===== src/rtl/core/gisp_pkg.sv =====
// Shared types, category codes and the classify function for the instruction predecoder.
package gisp_pkg;

    // Default width of the saturating instruction counter
    localparam int COUNT_BITS_DEF = 16;
    localparam int INDEX_W        = 16;

    // Category codes
    localparam logic [3:0] CAT_SOPP    = 4'd0;
    localparam logic [3:0] CAT_SOP1    = 4'd1;
    localparam logic [3:0] CAT_SOPC    = 4'd2;
    localparam logic [3:0] CAT_SOP2    = 4'd3;
    localparam logic [3:0] CAT_EXP     = 4'd4;
    localparam logic [3:0] CAT_SMEM    = 4'd5;
    localparam logic [3:0] CAT_VOP1    = 4'd6;
    localparam logic [3:0] CAT_VOP3    = 4'd7;
    localparam logic [3:0] CAT_VOP2    = 4'd8;
    localparam logic [3:0] CAT_UNKNOWN = 4'd9;

    // Encoding prefixes
    localparam logic [8:0] ENC_SOPP = 9'b101111110;
    localparam logic [8:0] ENC_SOP1 = 9'b101111101;
    localparam logic [8:0] ENC_SOPC = 9'b101111111;
    localparam logic [1:0] ENC_SOP2 = 2'b10;
    localparam logic [5:0] ENC_EXP  = 6'b111110;
    localparam logic [5:0] ENC_SMEM = 6'b110000;
    localparam logic [6:0] ENC_VOP1 = 7'b0111111;
    localparam logic [5:0] ENC_VOP3 = 6'b110100;

    // SOPP opcode that ends the program
    localparam logic [9:0] OP_ENDPGM = 10'd1;

    // Input word
    typedef struct packed {
        logic [31:0] in_word;
        logic        buffer_last;
    } gisp_in_t;

    // Decoded result word
    typedef struct packed {
        logic [3:0]         category;
        logic [9:0]         op_code;
        logic [7:0]         dest_reg;
        logic [8:0]         source_a;
        logic [8:0]         source_b;
        logic [8:0]         source_c;
        logic               two_words;
        logic [31:0]        word_first;
        logic [31:0]        word_second;
        logic               emit_placeholder;
        logic               program_end;
        logic [INDEX_W-1:0] insn_index;
    } gisp_out_t;

    // Priority classification on the top bits of a first word
    function automatic logic [3:0] classify(input logic [31:0] w);
        logic [3:0] cat;
        if (w[31:23] == ENC_SOPP)      cat = CAT_SOPP;
        else if (w[31:23] == ENC_SOP1) cat = CAT_SOP1;
        else if (w[31:23] == ENC_SOPC) cat = CAT_SOPC;
        else if (w[31:30] == ENC_SOP2) cat = CAT_SOP2;
        else if (w[31:26] == ENC_EXP)  cat = CAT_EXP;
        else if (w[31:26] == ENC_SMEM) cat = CAT_SMEM;
        else if (w[31:25] == ENC_VOP1) cat = CAT_VOP1;
        else if (w[31:26] == ENC_VOP3) cat = CAT_VOP3;
        else if (!w[31])               cat = CAT_VOP2;
        else                           cat = CAT_UNKNOWN;
        return cat;
    endfunction

    // Categories that carry a second word
    function automatic logic needs_second(input logic [3:0] cat);
        return (cat == CAT_EXP) || (cat == CAT_SMEM) || (cat == CAT_VOP3);
    endfunction

endpackage


===== src/rtl/core/gisp_decode.sv =====
// Field extraction for one instruction: category, opcode, operands and flags.
module gisp_decode
    import gisp_pkg::*;
(
    input  logic [31:0]        first_word,
    input  logic               two,
    input  logic [31:0]        second_word,
    input  logic [INDEX_W-1:0] index,
    output gisp_out_t          result
);

    logic [3:0] cat;
    logic [9:0] op;
    logic [7:0] dst;
    logic [8:0] sa;
    logic [8:0] sb;
    logic [8:0] sc;

    assign cat = classify(first_word);

    // Per-category field layout
    always_comb
    begin
        op  = '0;
        dst = '0;
        sa  = '0;
        sb  = '0;
        sc  = '0;
        case (cat)
            CAT_SOPP:
            begin
                op = {3'b0, first_word[22:16]};
            end
            CAT_SOP1:
            begin
                op  = {2'b0, first_word[15:8]};
                dst = {1'b0, first_word[22:16]};
                sa  = {1'b0, first_word[7:0]};
            end
            CAT_SOPC:
            begin
                op = {3'b0, first_word[22:16]};
                sa = {1'b0, first_word[7:0]};
                sb = {1'b0, first_word[15:8]};
            end
            CAT_SOP2:
            begin
                op  = {3'b0, first_word[29:23]};
                dst = {1'b0, first_word[22:16]};
                sa  = {1'b0, first_word[7:0]};
                sb  = {1'b0, first_word[15:8]};
            end
            CAT_EXP:
            begin
                op = {4'b0, first_word[9:4]};
            end
            CAT_SMEM:
            begin
                op = {4'b0, first_word[23:18]};
            end
            CAT_VOP1:
            begin
                op  = {2'b0, first_word[16:9]};
                dst = first_word[24:17];
                sa  = first_word[8:0];
            end
            CAT_VOP3:
            begin
                op  = first_word[25:16];
                dst = first_word[7:0];
                if (two)
                begin
                    sa = second_word[8:0];
                    sb = second_word[17:9];
                    sc = second_word[26:18];
                end
            end
            CAT_VOP2:
            begin
                op  = {4'b0, first_word[30:25]};
                dst = first_word[24:17];
                sa  = first_word[8:0];
                sb  = {1'b0, first_word[16:9]};
            end
            default:
            begin
                op = '0;
            end
        endcase
    end

    // Pack the result word
    always_comb
    begin
        result.category         = cat;
        result.op_code          = op;
        result.dest_reg         = dst;
        result.source_a         = sa;
        result.source_b         = sb;
        result.source_c         = sc;
        result.two_words        = two;
        result.word_first       = first_word;
        result.word_second      = two ? second_word : 32'd0;
        result.emit_placeholder = (cat == CAT_SOP1) || (cat == CAT_SOP2) ||
                                  (cat == CAT_EXP)  || (cat == CAT_SMEM) ||
                                  (cat == CAT_VOP1) || (cat == CAT_VOP2);
        result.program_end      = (cat == CAT_SOPP) && (op == OP_ENDPGM);
        result.insn_index       = index;
    end

endmodule


===== src/rtl/core/gpu_instruction_stream_predecoder.sv =====
// Top level: input register, stream sequencing state, decode and result register.
// A word waits in the input register until the result register is free; then its
// result is registered. Throughput: one word per cycle while out_ready holds.
// EXP, SMEM and VOP3 give one result after their second word, or alone if buffer_last.
// Reset clears valid flags, the second-word and program-end flags and the counter.
// No clearing pass; the block takes words in the first cycle after reset.
module gpu_instruction_stream_predecoder
    import gisp_pkg::*;
#(
    parameter int COUNT_BITS = COUNT_BITS_DEF
)
(
    input  logic      clk,
    input  logic      rst_n,
    input  logic      in_valid,
    output logic      in_ready,
    input  gisp_in_t  in_data,
    input  logic      out_ready,
    output logic      out_valid,
    output gisp_out_t out_data
);

    localparam int CW = (COUNT_BITS > INDEX_W) ? COUNT_BITS : INDEX_W;

    // Input register
    logic     s1_valid_reg;
    gisp_in_t s1_data_reg;

    // Stream state
    logic                  awaiting_reg;
    logic                  awaiting_next;
    logic [31:0]           held_reg;
    logic                  ended_reg;
    logic                  ended_next;
    logic [COUNT_BITS-1:0] count_reg;
    logic [COUNT_BITS-1:0] count_next;

    // Result register
    logic      out_valid_reg;
    gisp_out_t out_data_reg;

    logic               out_free;
    logic               s1_adv;
    logic               produce;
    logic               hold_first;
    logic [3:0]         in_cat;
    logic [CW-1:0]      count_ext;
    logic [INDEX_W-1:0] index;
    logic [31:0]        dec_first;
    logic [31:0]        dec_second;
    gisp_out_t          dec_result;

    assign out_free = !out_valid_reg || out_ready;
    assign s1_adv   = s1_valid_reg && out_free;
    assign in_ready = !s1_valid_reg || out_free;

    // Input register load
    always_ff @(posedge clk or negedge rst_n)
    begin
        if (!rst_n)
        begin
            s1_valid_reg <= 1'b0;
        end
        else if (in_ready)
        begin
            s1_valid_reg <= in_valid;
        end
    end

    always_ff @(posedge clk)
    begin
        if (in_valid && in_ready)
        begin
            s1_data_reg <= in_data;
        end
    end

    // Word sequencing: ignore, hold a first word, or produce a result
    assign in_cat     = classify(s1_data_reg.in_word);
    assign hold_first = !ended_reg && !awaiting_reg && needs_second(in_cat)
                        && !s1_data_reg.buffer_last;
    assign produce    = !ended_reg && !hold_first;

    assign dec_first  = awaiting_reg ? held_reg : s1_data_reg.in_word;
    assign dec_second = awaiting_reg ? s1_data_reg.in_word : 32'd0;

    // Saturated index view of the counter
    assign count_ext = CW'(count_reg);
    assign index     = (count_ext > CW'(17'h0FFFF)) ? {INDEX_W{1'b1}} : count_ext[INDEX_W-1:0];

    gisp_decode u_decode
    (
        .first_word  (dec_first),
        .two         (awaiting_reg),
        .second_word (dec_second),
        .index       (index),
        .result      (dec_result)
    );

    // Next stream state
    always_comb
    begin
        awaiting_next = awaiting_reg;
        ended_next    = ended_reg;
        count_next    = count_reg;
        if (produce)
        begin
            awaiting_next = 1'b0;
            if (count_reg != {COUNT_BITS{1'b1}})
            begin
                count_next = count_reg + COUNT_BITS'(1);
            end
            if (dec_result.program_end)
            begin
                ended_next = 1'b1;
            end
        end
        else if (hold_first)
        begin
            awaiting_next = 1'b1;
        end
        if (s1_data_reg.buffer_last)
        begin
            awaiting_next = 1'b0;
            ended_next    = 1'b0;
            count_next    = '0;
        end
    end

    always_ff @(posedge clk or negedge rst_n)
    begin
        if (!rst_n)
        begin
            awaiting_reg <= 1'b0;
            ended_reg    <= 1'b0;
            count_reg    <= '0;
        end
        else if (s1_adv)
        begin
            awaiting_reg <= awaiting_next;
            ended_reg    <= ended_next;
            count_reg    <= count_next;
        end
    end

    always_ff @(posedge clk)
    begin
        if (s1_adv && hold_first)
        begin
            held_reg <= s1_data_reg.in_word;
        end
    end

    // Result register
    always_ff @(posedge clk or negedge rst_n)
    begin
        if (!rst_n)
        begin
            out_valid_reg <= 1'b0;
        end
        else if (out_free)
        begin
            out_valid_reg <= s1_adv && produce;
        end
    end

    always_ff @(posedge clk)
    begin
        if (s1_adv && produce)
        begin
            out_data_reg <= dec_result;
        end
    end

    assign out_valid = out_valid_reg;
    assign out_data  = out_data_reg;

    // Checks
    a_flags_exclusive: assert property (@(posedge clk) disable iff (!rst_n)
        !(awaiting_reg && ended_reg))
        else $error("second-word wait while program ended");

    a_end_latches: assert property (@(posedge clk) disable iff (!rst_n)
        s1_adv && produce && dec_result.program_end && !s1_data_reg.buffer_last
        |=> ended_reg)
        else $error("program end not recorded");

    a_ignored_no_result: assert property (@(posedge clk) disable iff (!rst_n)
        s1_adv && ended_reg |=> !out_valid_reg)
        else $error("result given after program end");

    a_two_word_cat: assert property (@(posedge clk) disable iff (!rst_n)
        out_valid_reg && out_data_reg.two_words |->
        (out_data_reg.category == CAT_EXP) || (out_data_reg.category == CAT_SMEM) ||
        (out_data_reg.category == CAT_VOP3))
        else $error("two-word result with single-word category");

endmodule

===== config.mk =====
export PLATFORM = sky130hd
export DESIGN_NAME = gpu_instruction_stream_predecoder
export DESIGN_NICKNAME = d
export VERILOG_FILES = /design/src/rtl/core/gisp_pkg.sv /design/src/rtl/core/gisp_decode.sv /design/src/rtl/core/gpu_instruction_stream_predecoder.sv
export SDC_FILE = /design/constraint.sdc
export NUM_CORES = 1
export LEC_CHECK = 0
export ABC_AREA = 0
export BUFFER_PORTS_ARGS = -buffer_cell sky130_fd_sc_hd__buf_4
export CAP_MARGIN = 15
export CORE_MARGIN = 2
export CORE_UTILIZATION = 59
export DETAILED_ROUTE_END_ITERATION = 8
export GPL_ROUTABILITY_DRIVEN = 0
export PLACE_DENSITY = 0.84
export SLEW_MARGIN = 0
export SYNTH_ARGS = -nofsm -noshare
export SYNTH_HDL_FRONTEND = slang
export SYNTH_SLANG_ARGS = --single-unit

===== constraint.sdc =====
create_clock -name clk -period 13.34 [get_ports clk]
set_clock_uncertainty 0.05 [all_clocks]
set_input_delay 2.001 -clock clk [delete_from_list [all_inputs] [get_ports clk]]
set_output_delay 2.001 -clock clk [all_outputs]
set_load 0.02 [all_outputs]

# Yosys cells after proc, flatten, opt, wreduce, memory -nomap -nowiden
# Cells that the tools add are included.
[totals]
regBits = 217
output_inout_bits = 134
word_cells = 123
inputBits = 37
[op_classes]
magnitude_cmp = 1
addsub = 1
n_reduce_logical = 38
muxes = 34
eq_ne = 29
[ops]
columns = ["op", "count"]
rows = [
  ["$pmux W10 S8", 1],
  ["$mux W4", 16],
  ["$eq A9 B9 Y1 const B", 6],
  ["$pmux W9 S3", 2],
  ["$mux W16", 3],
  ["$eq A6 B6 Y1 const B", 6],
  ["$mux W32", 1],
  ["$eq A4 B3 Y1 const B", 7],
  ["$pmux W8 S3", 1],
  ["$mux W9", 2],
  ["$add A16 B1 Y16 const B", 1],
  ["$gt A16 B16 Y1 const B", 1],
  ["$ne A16 B16 Y1 const B", 1],
  ["$eq A7 B6 Y1 const B", 2],
  ["$eq A10 B1 Y1 const B", 1],
  ["$logic_and A1 B1 Y1", 9],
  ["$logic_or A1 B1 Y1", 9],
  ["$eq A4 B2 Y1 const B", 2],
  ["$mux W1", 8],
  ["$reduce_or A2 Y1", 4],
  ["$logic_not A1 Y1", 6],
  ["$reduce_and A3 Y1", 2],
  ["$reduce_bool A2 Y1", 3],
  ["$eq A2 B2 Y1 const B", 2],
  ["6 further kinds", 7],
]

# Depth between registers and ports, before layout
# Gate-level depths: netlist of the first run.
[depth]
ltp_word = 18
depth_mapped = 10
mapped_depth_nobuf = 7

# Modules after synthesis
# From an unflattened synthesis of the first run, not the netlist that was laid out.
[unflattened]
cells_unflattened = 653
area_unflattened_um2 = 9382.7
[modules_own_cells]
columns = ["module", "area_per_inst_um2", "seq_area_each_um2", "cells_each", "instances"]
rows = [
  ["gpu_instruction_stream_predecoder", 7599.8, 6416.2, 390, 1],
  ["gisp_decode", 1783.0, 0.0, 263, 1],
]

# Worst setup path after synthesis of the first run
# Ideal clock, no wire load.
[synth_path]
kind = "input -> register"
start = "in out_ready"
end = "reg out_data_reg, in the netlist out_data[0] (enable)"
setup_ns = 0.625
slack_ns = 4.901
n_path_buf = 0
arrival_ns = 7.764
required_ns = 12.665
path_stages = 3
path_cell_list = "nand2b_1 > nand3_1 > nor2_1"
[synth_via]
elab_chain_cells = 3
[synth_lines]
columns = ["element", "line", "rtl"]
rows = [
  ["start: declaration", "gpu_instruction_stream_predecoder.sv:18", "input logic out_ready,"],
  ["$logic_or A1 B1 Y1", "gpu_instruction_stream_predecoder.sv:53", "assign out_free = !out_valid_reg || out_ready;"],
  ["$logic_and A1 B1 Y1", "gpu_instruction_stream_predecoder.sv:54", "assign s1_adv = s1_valid_reg && out_free;"],
  ["$logic_and A1 B1 Y1", "gpu_instruction_stream_predecoder.sv:169", "if (s1_adv && produce)"],
  ["end signal: assignment", "gpu_instruction_stream_predecoder.sv:171", "out_data_reg <= dec_result;"],
  ["end: declaration", "gpu_instruction_stream_predecoder.sv:40", "gisp_out_t out_data_reg;"],
]
# No other way between the ends.
# A chain may end at the register's enable or synchronous reset.

# Worst setup path after layout of the first run
[layout_path]
start = "in out_ready"
end = "out in_ready"
[layout_via]
elab_chain_cells = 2
[layout_lines]
columns = ["element", "line", "rtl"]
rows = [
  ["$logic_or A1 B1 Y1", "gpu_instruction_stream_predecoder.sv:53", ""],
  ["$logic_or A1 B1 Y1", "gpu_instruction_stream_predecoder.sv:55", "assign in_ready = !s1_valid_reg || out_free;"],
  ["end: declaration", "gpu_instruction_stream_predecoder.sv:16", "output logic in_ready,"],
]
# No other way between the ends.

==> reports/results.ini, run 1 <==
[setup_path]
crit_type=in2out
cp.arrival_ns=2.52
crit_fanout=3
r2r_setup_slack_ns=9.57
worstPathRequired_ns=11.29
cp-end-kind=output port
start_kind=input pin

[job]
maxCapViolCount=0

[synthesis]
syn_nets=635
synth.area.mux_share_pct=3.96
synth_cell_type_count=58
async_flop_share_pct=9.22
synth_xor_xnor_area_share_pct=1.39
ys.flop_type=edfxtp_1
yosys_warnings=0
yosysSeqAreaShare_pct=72.8
avgSynthCellArea_um2=14.8
synth_area_um2=8810
synth_enable_flop_cells=197
yosys.area_share.adder_pct=0.142
ys_ff_latch=217
synth_compound_area_share_pct=7.24
synth_top_family_by_area=simple AND/OR/NAND/NOR gates
netlist_instances=597
synth-simple-area-share_pct=12.0

[layout]
fill_cells=841
fin_util_pct=75.6
drive_above_1_share_pct=28.4
largest_register_ffs=132
antenna_cells=0
final_cells=972
syn_to_final_growth_pct=25.1
nets=810

[pwr]
power_w=0.00171
power.density_nw_per_um2=155
p_leak_nw=4.30
peakVddDrop_v=0.0000980

[route]
antenna_left=0
dr.first_iter.drc_count=687
vias=5963
routedWlPerCell_um=22.0
via_per_inst=6.13
drt_wl_total_um=21300
drc_errors=0
first_pass_iters=5

[clock_tree]
cts_root_buf=clkbuf_16
cts_resized=0
hold_buffers=0
post_cts_buffers=0
cts_inserted_buffers=22
cts_buffer_depth=3
cts_tree=done
cts.sinks=217
clock_latency_ns=0.50
clk_pin_slew_ns=0.06
cts_htree_levels=1

[grt]
grtUsageTotal_pct=26.4
overflow=0
grt_pass1_wl_um=32700
grt_max_degree=93
grt_pass1_vias=5896
grt_antenna_before_repair=0

[timing]
relSlewSlack_pct=22.6
rsz0062_at_grt=no
finalCritPeriodShare_pct=34.3
fin_tns_setup_ns=0
final-hold-violation-count=0
fmax_mhz=219
setup_viol=0
finalWorstSetupSlack_ns=8.77
finalCriticalPeriod_ns=4.57
tightest_slew_ns=1.16
slew_viol_final=0

[floorplan]
die_x_um=126
dieHeight_um=126
ios=171
initial_core_util_pct=60.4
dieArea_um2=15900
rows=44
core-area_um2=14600

[min_path]
holdCritPathClass=reg2reg

[run_status]
status=complete, no violations

[placement]
dp.cells=930
place_worst_setup_slack_ns=8.45
io_buffers=170
place.detailed.hpwl_um=14100

## power breakdown
group	leakage, nW	internal, W	switching (W)
clock	0.358	0.000360	0.000242
sequential	2.18	0.000823	0.0000347
combinational	1.76	0.0000920	0.000159
## per-layer routing
metal  global-route usage (%)  vias up  part of all wire, %
met3                     4.97       70                   10
met5                        0        -                    0
li1                         -     2621                    -
met1                     35.2     2894                   37
met4                     9.37        0                  3.6
met2                     44.2      378                   49
## placed cells by master (no fill, tap or decap), types with 4 or more instances in the layout
cell type and count:
inv_1 28, nand3_1 17, xnor2_1 4, o21ai_0 19, clkbuf_8 4, mux2i_1 27
clkinv_1 4, and2_1 37, a22oi_1 12, nand3b_1 7, clkbuf_1 4, buf_4 173
a211oi_1 4, a22o_1 6, xor2_1 10, mux2_2 5, nor3_1 6, nand4_1 6
edfxtp_1 197, o22ai_1 4, nor2_1 28, nand2b_1 8, o221ai_1 15, a32o_1 5
and3_1 12, dfrtp_1 19, clkbuf_16 25, nand2_1 50
## final timing paths
path,startpoint,endpoint,cells past startpoint
min,s1_data_reg[23]$_DFFE_PP_,held_reg[22]$_DFFE_PP_,0
max,out_ready,in_ready,3
min in group asynchronous,rst_n,count_ext[12]$_DFFE_PN0P_,1
min reg2reg,s1_data_reg[23]$_DFFE_PP_,held_reg[22]$_DFFE_PP_,0
max in group asynchronous,rst_n,awaiting_reg$_DFFE_PN0P_,1
max reg2reg,awaiting_reg$_DFFE_PN0P_,ended_reg$_DFFE_PN0P_,8
## cell families after synthesis
family | after synthesis
flops | 217
simple gates | 196
compound gates | 83
buf+inv | 53
mux | 33
xor+xnor | 14
fa+ha+maj | 1
## final cells by class
| class | instances | area (µm²) | share of cell area (%) |
|---|---|---|---|
| Timing Repair Buffer | 175 | 1350 | 12.2 |
| Inverter | 29 | 109 | 0.987 |
| Clock inverter | 7 | 33.8 | 0.306 |
| Sequential cell | 217 | 6420 | 58.2 |
| Multi-Input combinational cell | 327 | 2190 | 19.9 |
| Clock buffer | 33 | 696 | 6.31 |
| Tap cell | 184 | 230 | 2.09 |
## critical path, cell delays in order
cell and delay (ns):
buf_4 0.11, nand3b_1 0.21, buf_4 0.20
## Yosys cell counts (all sizes together) (2+ instances only)
library cell  number  area, µm²
a22oi             12       90.1
nand3b             7       52.6
a22o               6       52.6
nor3               6       30.0
o21ai             19       95.1
a32o               5       50.1
a221oi             2       17.5
nor2              30        113
clkbuf            13       48.8
nor4               4       40.0
nand4              6       37.5
a222oi             3       30.0
a221o              3       30.0
and2              39        246
xnor2              4       35.0
inv               28        105
buf               11       63.8
nand4b             2       17.5
dfrtp             20        500
mux2               5       56.3
nor2b              2       12.5
mux2i             28        293
nand2             50        188
or3                3       18.8
and3              13       82.6
o22ai              4       25.0
a211oi             4       30.0
nand2b             8       50.1
o221ai            15        131
edfxtp           197       5920
nand3             17       85.1
or3b               4       35.0
xor2              10       87.6
## stage by stage
| step | cell area (µm²) | hold slack [ns] |
|---|---|---|
| 4_1_cts | 11000 | 0.457 |
| 3_3_place_gp | 10200 | 0.438 |
| 5_1_grt | 11000 | 0.472 |
| 2_1_floorplan | 8810 | 0.401 |
| 3_5_place_dp | 10200 | 0.441 |
| 6_report | 11000 | 0.461 |
No activity file was read; power rests on OpenSTA's default activity.
==> run 2, diff against run 1 <==
--- a/config.mk
+++ b/config.mk
@@ -9,10 +9,10 @@
 export BUFFER_PORTS_ARGS = -buffer_cell sky130_fd_sc_hd__buf_4
 export CAP_MARGIN = 15
 export CORE_MARGIN = 2
-export CORE_UTILIZATION = 59
+export CORE_UTILIZATION = 55
 export DETAILED_ROUTE_END_ITERATION = 8
 export GPL_ROUTABILITY_DRIVEN = 0
-export PLACE_DENSITY = 0.84
+export PLACE_DENSITY = 0.79
 export SLEW_MARGIN = 0
 export SYNTH_ARGS = -nofsm -noshare
 export SYNTH_HDL_FRONTEND = slang
==> constraint.sdc (replaced) <==
create_clock -name clk -period 4.4 [get_ports clk]
set_clock_uncertainty 0.05 [all_clocks]
set_input_delay 0.66 -clock clk [delete_from_list [all_inputs] [get_ports clk]]
set_output_delay 0.66 -clock clk [all_outputs]
set_load 0.02 [all_outputs]
==> run 2 against run 1 <==
Die area is 7.0% higher. First-iteration DRC count shrank 2.6%. Via count shrank 1.2%. Wire length shrank 2.5%. Flip-flop and latch count unchanged. Sequential power grew to 3.0 times the previous value. Critical path type is now reg2reg. Utilization decreased by 5.4 points. Combinational power rose to 3.0 times the previous value. Critical path depth grew 4. Register-to-register slack got worse by 8.7 ns. Highest routed layer unchanged.
==> reports/results.ini, run 2 (same netlist as run 1, synthesis figures left out) <==
[grt]
grtUsageTotal_pct=24.0
overflow=0
grt_pass1_wl_um=31300
grt_pass1_vias=5772
grt_antenna_before_repair=0
grt_max_degree=72

[setup_path]
max_stage_delay_ns=0.83
cp_slowest_cell=dfrtp_4
crit_fanout=71
cp.arrival_ns=3.93
r2r_setup_slack_ns=0.83
start_kind=flip-flop
worstPathRequired_ns=4.76
cp-end-kind=flip-flop
crit_type=reg2reg
path_cells=mux2i_1 -> clkinv_1 -> nand2_1 -> nand3_1 -> o221a_2 -> nor4_4 -> o2bb2ai_1

[route]
routedWlPerCell_um=20.7
vias=5892
drt_wl_total_um=20800
dr.first_iter.drc_count=669
drc_errors=0
antenna_left=0
via_per_inst=5.86
first_pass_iters=6

[timing]
relSlewSlack_pct=17.9
fmax_mhz=280
tightest_slew_ns=1.23
setup_viol=0
fin_tns_setup_ns=0
slew_viol_final=0
finalCriticalPeriod_ns=3.57
final-hold-violation-count=0
finalCritPeriodShare_pct=81.2
rsz0062_at_grt=no
finalWorstSetupSlack_ns=0.827

[floorplan]
initial_core_util_pct=55.9
dieHeight_um=131
dieArea_um2=17100
rows=46
core-area_um2=15800
die_x_um=131
ios=171

[placement]
place.detailed.hpwl_um=14200
io_buffers=170
place_worst_setup_slack_ns=0.999
placed_area_um2=10300

[clock_tree]
post_cts_buffers=0
clock_latency_ns=0.49
cts_tree=done
cts_buffer_depth=3
clk_pin_slew_ns=0.06
cts_inserted_buffers=22
cts_root_buf=clkbuf_16
cts_htree_levels=1
cts.sinks=217

[pwr]
power.density_nw_per_um2=472
peakVddDrop_v=0.000454
power_w=0.00522
p_leak_nw=4.30

[layout]
antenna_cells=0
multi_input_area_um2=2190
fin_area_um2=11100
syn_to_final_growth_pct=25.6
fill_cells=1068
drive_above_1_share_pct=28.1
final_common_cell=edfxtp_1
largest_register_ffs=132
nets=812
mostFrequentLayoutCells=197 x edfxtp_1, 174 x buf_4, 50 x nand2_1
seq_area_um2=6420

[min_path]
holdCritPathClass=in2reg

[job]
maxCapViolCount=0

[run_status]
status=complete, no violations

-- run 2: layout make-up --
type / instances / share of cell area [%]
multi-input combinational: 327 / 19.8
clock inverter: 11 / 1.14
tap: 216 / 2.44
timing repair buffer: 177 / 12.2
clock buffer: 28 / 5.46
inverter: 29 / 0.983
sequential: 217 / 58.0
-- run 2: worst paths after layout --
check | start | end | cells past startpoint
max | awaiting_reg$_DFFE_PN0P_ | ended_reg$_DFFE_PN0P_ | 7
min | in_data[0] | s1_data_reg[0]$_DFFE_PP_ | 1
max reg2reg | awaiting_reg$_DFFE_PN0P_ | ended_reg$_DFFE_PN0P_ | 7
min reg2reg | count_ext[12]$_DFFE_PN0P_ | out_data[12]$_DFFE_PP_ | 0
max in group asynchronous | rst_n | awaiting_reg$_DFFE_PN0P_ | 2
min in group asynchronous | rst_n | count_ext[7]$_DFFE_PN0P_ | 2
-- run 2: worst max-delay path, delay by kind of cell, from the launching register on --
kind,cells,cell delay [ns]
muxes,1,0.60
buffers and inverters,1,0.46
AOI/OAI and AO/OA,2,0.61
DFF,1,0.83
and+or+nand+nor,3,0.89
-- run 2: repair_timing --
| item | CTS | global route |
|---|---|---|
| hold buffers | 1 | 0 |
| resized for setup | 0 | 0 |
| hold endpoints to repair | 19 | 0 |
-- run 2: per-stage QoR --
| stage | instances | util [%] | hold WS, ns |
|---|---|---|---|
| floorplan | 597 | - | 0.314 |
| global placement | 965 | 65.5 | 0.429 |
| detailed placement | 965 | 65.5 | 0.424 |
| CTS | 1005 | 70.2 | 0.278 |
| global route | 1005 | 70.2 | 0.274 |
| finish | 1005 | 70.2 | 0.290 |
-- run 2: layer usage --
metal	global-route usage (%)	wire [µm]
met3	4.07	1930
met4	8.39	635
met1	33.1	8090
met5	0	0
met2	39.1	10100
-- run 2: report_power, final --
part	leakage (nW)	switching [W]	internal, W
registers	2.18	0.000105	0.00249
logic	1.77	0.000474	0.000277
clock network	0.354	0.000731	0.00114
total	4.30	0.00131	0.00391
